$ cat config.mk
export PLATFORM = sky130hd
export DESIGN_NAME = bia_ctrl
export DESIGN_NICKNAME = d
export VERILOG_FILES = /design/src/bia_pkg.sv /design/src/bia_ctrl.sv
export SDC_FILE = /design/constraint.sdc
export NUM_CORES = 1
export LEC_CHECK = 0
export BUFFER_PORTS_ARGS = -buffer_cell sky130_fd_sc_hd__buf_4
export CAP_MARGIN = 10
export CORE_AREA = 8 8 45 47
export CTS_CLUSTER_DIAMETER = 50
export CTS_CLUSTER_SIZE = 10
export DETAILED_ROUTE_END_ITERATION = 10
export DIE_AREA = 0 0 53 55
export HOLD_SLACK_MARGIN = 0.15
export PLACE_DENSITY = 0.54
export SLEW_MARGIN = 20
export SYNTH_ARGS = -nofsm -noshare
export SYNTH_HDL_FRONTEND = slang
export SYNTH_SLANG_ARGS = --single-unit
$ cat constraint.sdc
create_clock -name i_clk -period 2.45 [get_ports i_clk]
set_input_delay 0.6125 -clock i_clk [delete_from_list [all_inputs] [get_ports i_clk]]
set_output_delay 0.6125 -clock i_clk [all_outputs]
set_load 0.01 [all_outputs]
$ cat src/bia_pkg.sv
// Package for the baro/inertial altitude estimator: types, constants, helpers.
package bia_pkg;

    localparam logic signed [31:0] ONE_G_Q16 = 32'sd642690;

    localparam logic [2:0] REG_POS_W  = 3'd0;
    localparam logic [2:0] REG_VEL_W  = 3'd1;
    localparam logic [2:0] REG_BIAS_W = 3'd2;
    localparam logic [2:0] REG_C2B_W  = 3'd3;
    localparam logic [2:0] REG_BOFF_W = 3'd4;
    localparam logic [2:0] REG_CHK_V  = 3'd5;

    // Datapath operation codes, one per controller step.
    typedef enum logic [4:0] {
        OP_NONE,
        OP_LOAD,
        OP_DOT0,
        OP_DOT1,
        OP_DOT2,
        OP_AZ,
        OP_ADT,
        OP_ADT2,
        OP_VDT,
        OP_AVDT,
        OP_LEAK,
        OP_BOFF,
        OP_CORR,
        OP_VBC,
        OP_BB0,
        OP_BB1,
        OP_BB2,
        OP_GR0,
        OP_GR1,
        OP_GR2,
        OP_POS,
        OP_VEL
    } t_op;

    typedef struct packed {
        logic load;
        t_op  op;
    } t_cmd;

    typedef struct packed {
        logic [15:0]        pos_weight;
        logic [15:0]        vel_weight;
        logic [15:0]        bias_weight;
        logic [15:0]        corr_to_bias_weight;
        logic [15:0]        baro_offset_weight;
        logic signed [31:0] check_velocity;
    } t_cfg;

    function automatic logic signed [31:0] sat32(input logic signed [65:0] v);
        if (v > 66'sd2147483647) begin
            return 32'sh7fffffff;
        end else if (v < -66'sd2147483648) begin
            return 32'sh80000000;
        end
        return v[31:0];
    endfunction

    // Round-to-nearest, ties away from zero, shift by s.
    function automatic logic signed [65:0] rshr(input logic signed [65:0] v,
                                                input logic [5:0] s);
        logic [65:0] mag;
        logic [65:0] r;
        mag = v[65] ? 66'(-v) : 66'(v);
        r = (mag + (66'd1 << (s - 6'd1))) >> s;
        return v[65] ? -$signed(r) : $signed(r);
    endfunction

endpackage

$ cat src/bia_ctrl.sv
// Controller that sequences one estimator step through the shared datapath.
module bia_ctrl (
    input  logic          i_clk,
    input  logic          i_rst_n,
    input  logic          i_in_valid,
    output logic          o_in_ready,
    output logic          o_out_valid,
    input  logic          i_out_ready,
    output bia_pkg::t_cmd o_cmd
);
    typedef enum logic [1:0] {S_IDLE, S_RUN, S_DONE} t_state;

    t_state       r_state;
    bia_pkg::t_op r_op;
    logic         r_out_valid;

    assign o_in_ready  = (r_state == S_IDLE) && !r_out_valid;
    assign o_out_valid = r_out_valid;
    assign o_cmd.load  = i_in_valid && o_in_ready;
    assign o_cmd.op    = (r_state == S_RUN) ? r_op : bia_pkg::OP_NONE;

    always_ff @(posedge i_clk) begin
        if (!i_rst_n) begin
            r_state     <= S_IDLE;
            r_op        <= bia_pkg::OP_NONE;
            r_out_valid <= 1'b0;
        end else begin
            if (r_out_valid && i_out_ready) begin
                r_out_valid <= 1'b0;
            end
            unique case (r_state)
                S_IDLE: begin
                    if (i_in_valid && o_in_ready) begin
                        r_state <= S_RUN;
                        r_op    <= bia_pkg::OP_DOT0;
                    end
                end
                S_RUN: begin
                    if (r_op == bia_pkg::OP_VEL) begin
                        r_state <= S_DONE;
                    end else begin
                        r_op <= bia_pkg::t_op'(r_op + 5'd1);
                    end
                end
                S_DONE: begin
                    r_out_valid <= 1'b1;
                    r_state     <= S_IDLE;
                end
                default: r_state <= S_IDLE;
            endcase
        end
    end
endmodule

==> results.json <==
{
  "setup_viol": 0,
  "final.setup_skew_ns": 0.001513,
  "ys_top_cells_by_area": "dfxtp_1, and2_1, ha_1, nand2b_1, nand4b_1",
  "grt_pass1_vias": 345,
  "grt_pass1_wl_mm": 1.469,
  "min_path_type": "reg2reg",
  "clk_path_buf_depth": 2,
  "whs_ns": 0.5203,
  "first_pass_iters": 3,
  "holdBufCountCts": 0,
  "dieArea_mm2": 0.002915,
  "cp_cell_sequence": "nor2b_2, and2_1, buf_4",
  "cpMaxStageDelayCell": "nor2b_2",
  "path_clk_slew_ns": 0.05,
  "criticalPathCategory": "reg2out",
  "rr_startpoint": "r_state[0]",
  "fin_total_pwr_w": 0.0002827,
  "cp-end-kind": "output port",
  "worstMarginPinSlew_ns": 0.4934,
  "start_kind": "register",
  "synth_cells": 48,
  "min_period_ns": 2.004,
  "finalSetupTns_ns": 0,
  "seq_area_um2": 160.2,
  "synth_ff_type": "dfxtp_1",
  "via_per_inst": 5.197,
  "synth-async-reset-ratio_pct": 0,
  "synth.distinct_cells": 26,
  "design.core.area_mm2": 0.001384,
  "synth.top_cell.area_share_pct": 36.47,
  "gp_congestion": 0.7279,
  "wirelength_um": 919,
  "synth_edf_count": 0,
  "fin_cells": 76,
  "drc": 0,
  "antenna_found_initial": 0,
  "seq_area_frac_synth_pct": 36.47,
  "yosysWarnings": 0,
  "antenna_cells": 0,
  "max_slew_margin_pct": 66.96,
  "fin_util_pct": 40.14,
  "dpl.hpwl_um": 679,
  "nNetsFinal": 68,
  "gr-total-overflow": 0,
  "worstPathRequired_ns": 1.84,
  "initial_core_util_pct": 31.74,
  "wl_per_cell_um": 12.09,
  "power_density_mw_per_mm2": 509.0,
  "post-route-period-util_pct": 81.81,
  "yosysTopAreaCell": "dfxtp_1",
  "drtAntennaViolNets": 0,
  "status": "completed",
  "crit_path_max_fanout": 14,
  "drtIter0Drc": 3,
  "syn_area_um2": 439.2,
  "drv_slew": 0,
  "finalHoldViolations": 0,
  "numPortBuffers": 11,
  "clock_latency_ns": 0.25,
  "fill_cells": 146,
  "cts_made_buffers": 3,
  "syn_to_final_growth_pct": 26.50,
  "rows": 14,
  "r2r_setup_slack_ns": 1.07,
  "cts_sinks": 8,
  "cts_root_buffer": "clkbuf_4",
  "synth_nets": 54,
  "cellLeakagePower_nw": 0.2557,
  "r2r_cells": 3,
  "arrival_ns": 1.39,
  "avgSynthCellArea_um2": 9.149,
  "post_cts_buffers": 0,
  "grt_start_max_net_pins": 15,
  "die_y_um": 55,
  "maxCapViolations": 0,
  "multi_input_area_um2": 262.8,
  "setup.worst_path.start": "r_state[0]",
  "dieWidth_um": 53,
  "critPathCapture": "o_cmd[4]",
  "ctsHtreeMaxLevel": 1,
  "rsz0062_at_grt": "no",
  "synth-seq-cells": 8,
  "cts_tree": "built",
  "dp.cells": 73,
  "regToRegEndpoint": "r_op[4]",
  "fmax_ghz": 0.4989,
  "vias": 395,
  "drive_gt1_share_pct": 30.00,
  "grtUsageTotal_pct": 7.112,
  "pin_count": 12,
  "cts_resized": 0,
  "cpPeakStageDelay_ns": 0.46,
  "ir_drop_v": 0.0002493
}
[worst max-delay path: cells and delay by family, from the launching register on]
| kind | cells | cell delay, ns |
|---|---|---|
| buf+inv | 1 | 0.12 |
| simple gates | 2 | 0.66 |
| flops | 1 | 0.36 |
[cell families (layout without fill, tap and decap cells)]
logic type	Yosys count	after routing	synth area share, %
simple gates	23	23	35.04
compound gates	10	10	16.81
flops	8	8	36.47
buf+inv	4	16	3.702
fa+ha+maj	2	2	5.697
mux	1	1	2.279
[cell usage in the layout, fill, tap and decap left out, types with 2 or more instances in the layout]
cell type,count
and2_1,6
buf_4,11
a21oi_1,3
dfxtp_1,8
inv_1,2
nand2_1,4
ha_1,2
nand2b_1,3
nand4b_1,2
clkbuf_4,3
[metrics by stage]
| stage | setup WS (ns) | area, um^2 |
|---|---|---|
| detailed placement | 0.6704 | 533.0 |
| floorplan | 0.8742 | 439.2 |
| CTS | 0.4443 | 555.5 |
| finish | 0.4457 | 555.5 |
| global placement | 0.6978 | 533.0 |
| global route | 0.3539 | 555.5 |
[area by class of cell]
type	instances	share of cell area, %
Multi-Input combinational cell	36	47.30
Tap cell	16	3.604
Clock buffer	3	4.054
Inverter	2	1.351
Timing Repair Buffer	11	14.86
Sequential cell	8	28.83
[routing by layer]
layer | global-route usage [%] | part of all wire (%) | up-vias
met5 | 0 | 0 | -
met4 | 6.466 | 2.7 | 0
met3 | 3.476 | 7.3 | 4
met2 | 9.961 | 43 | 11
met1 | 7.774 | 47 | 176
li1 | - | - | 204
[state kept, by name, indices dropped and copies added, names as in the netlist]
signal and count:
o_out_valid 1, r_state 2, r_op 5
[where the power goes]
part	internal, W	switching (W)
Sequential	0.000135	0.00000614
Combinational	0.0000200	0.0000217
Clock	0.0000560	0.0000434
[worst min path at each step]
stage / from / to / cells past startpoint
floorplan: r_op[0] / r_op[0] / 2
global route: o_out_valid / o_out_valid / 2
finish: o_out_valid / o_out_valid / 2
detailed placement: o_out_valid / o_out_valid / 2
CTS: o_out_valid / o_out_valid / 2
global placement: o_out_valid / o_out_valid / 2
[cell usage after synthesis, types with 2 or more instances]
cell	instances
a21oi_1	3
and2_1	6
dfxtp_1	8
ha_1	2
inv_1	2
nand2_1	4
nand2b_1	3
nand4b_1	2
Note: power is estimated with default switching activity, not from simulation.
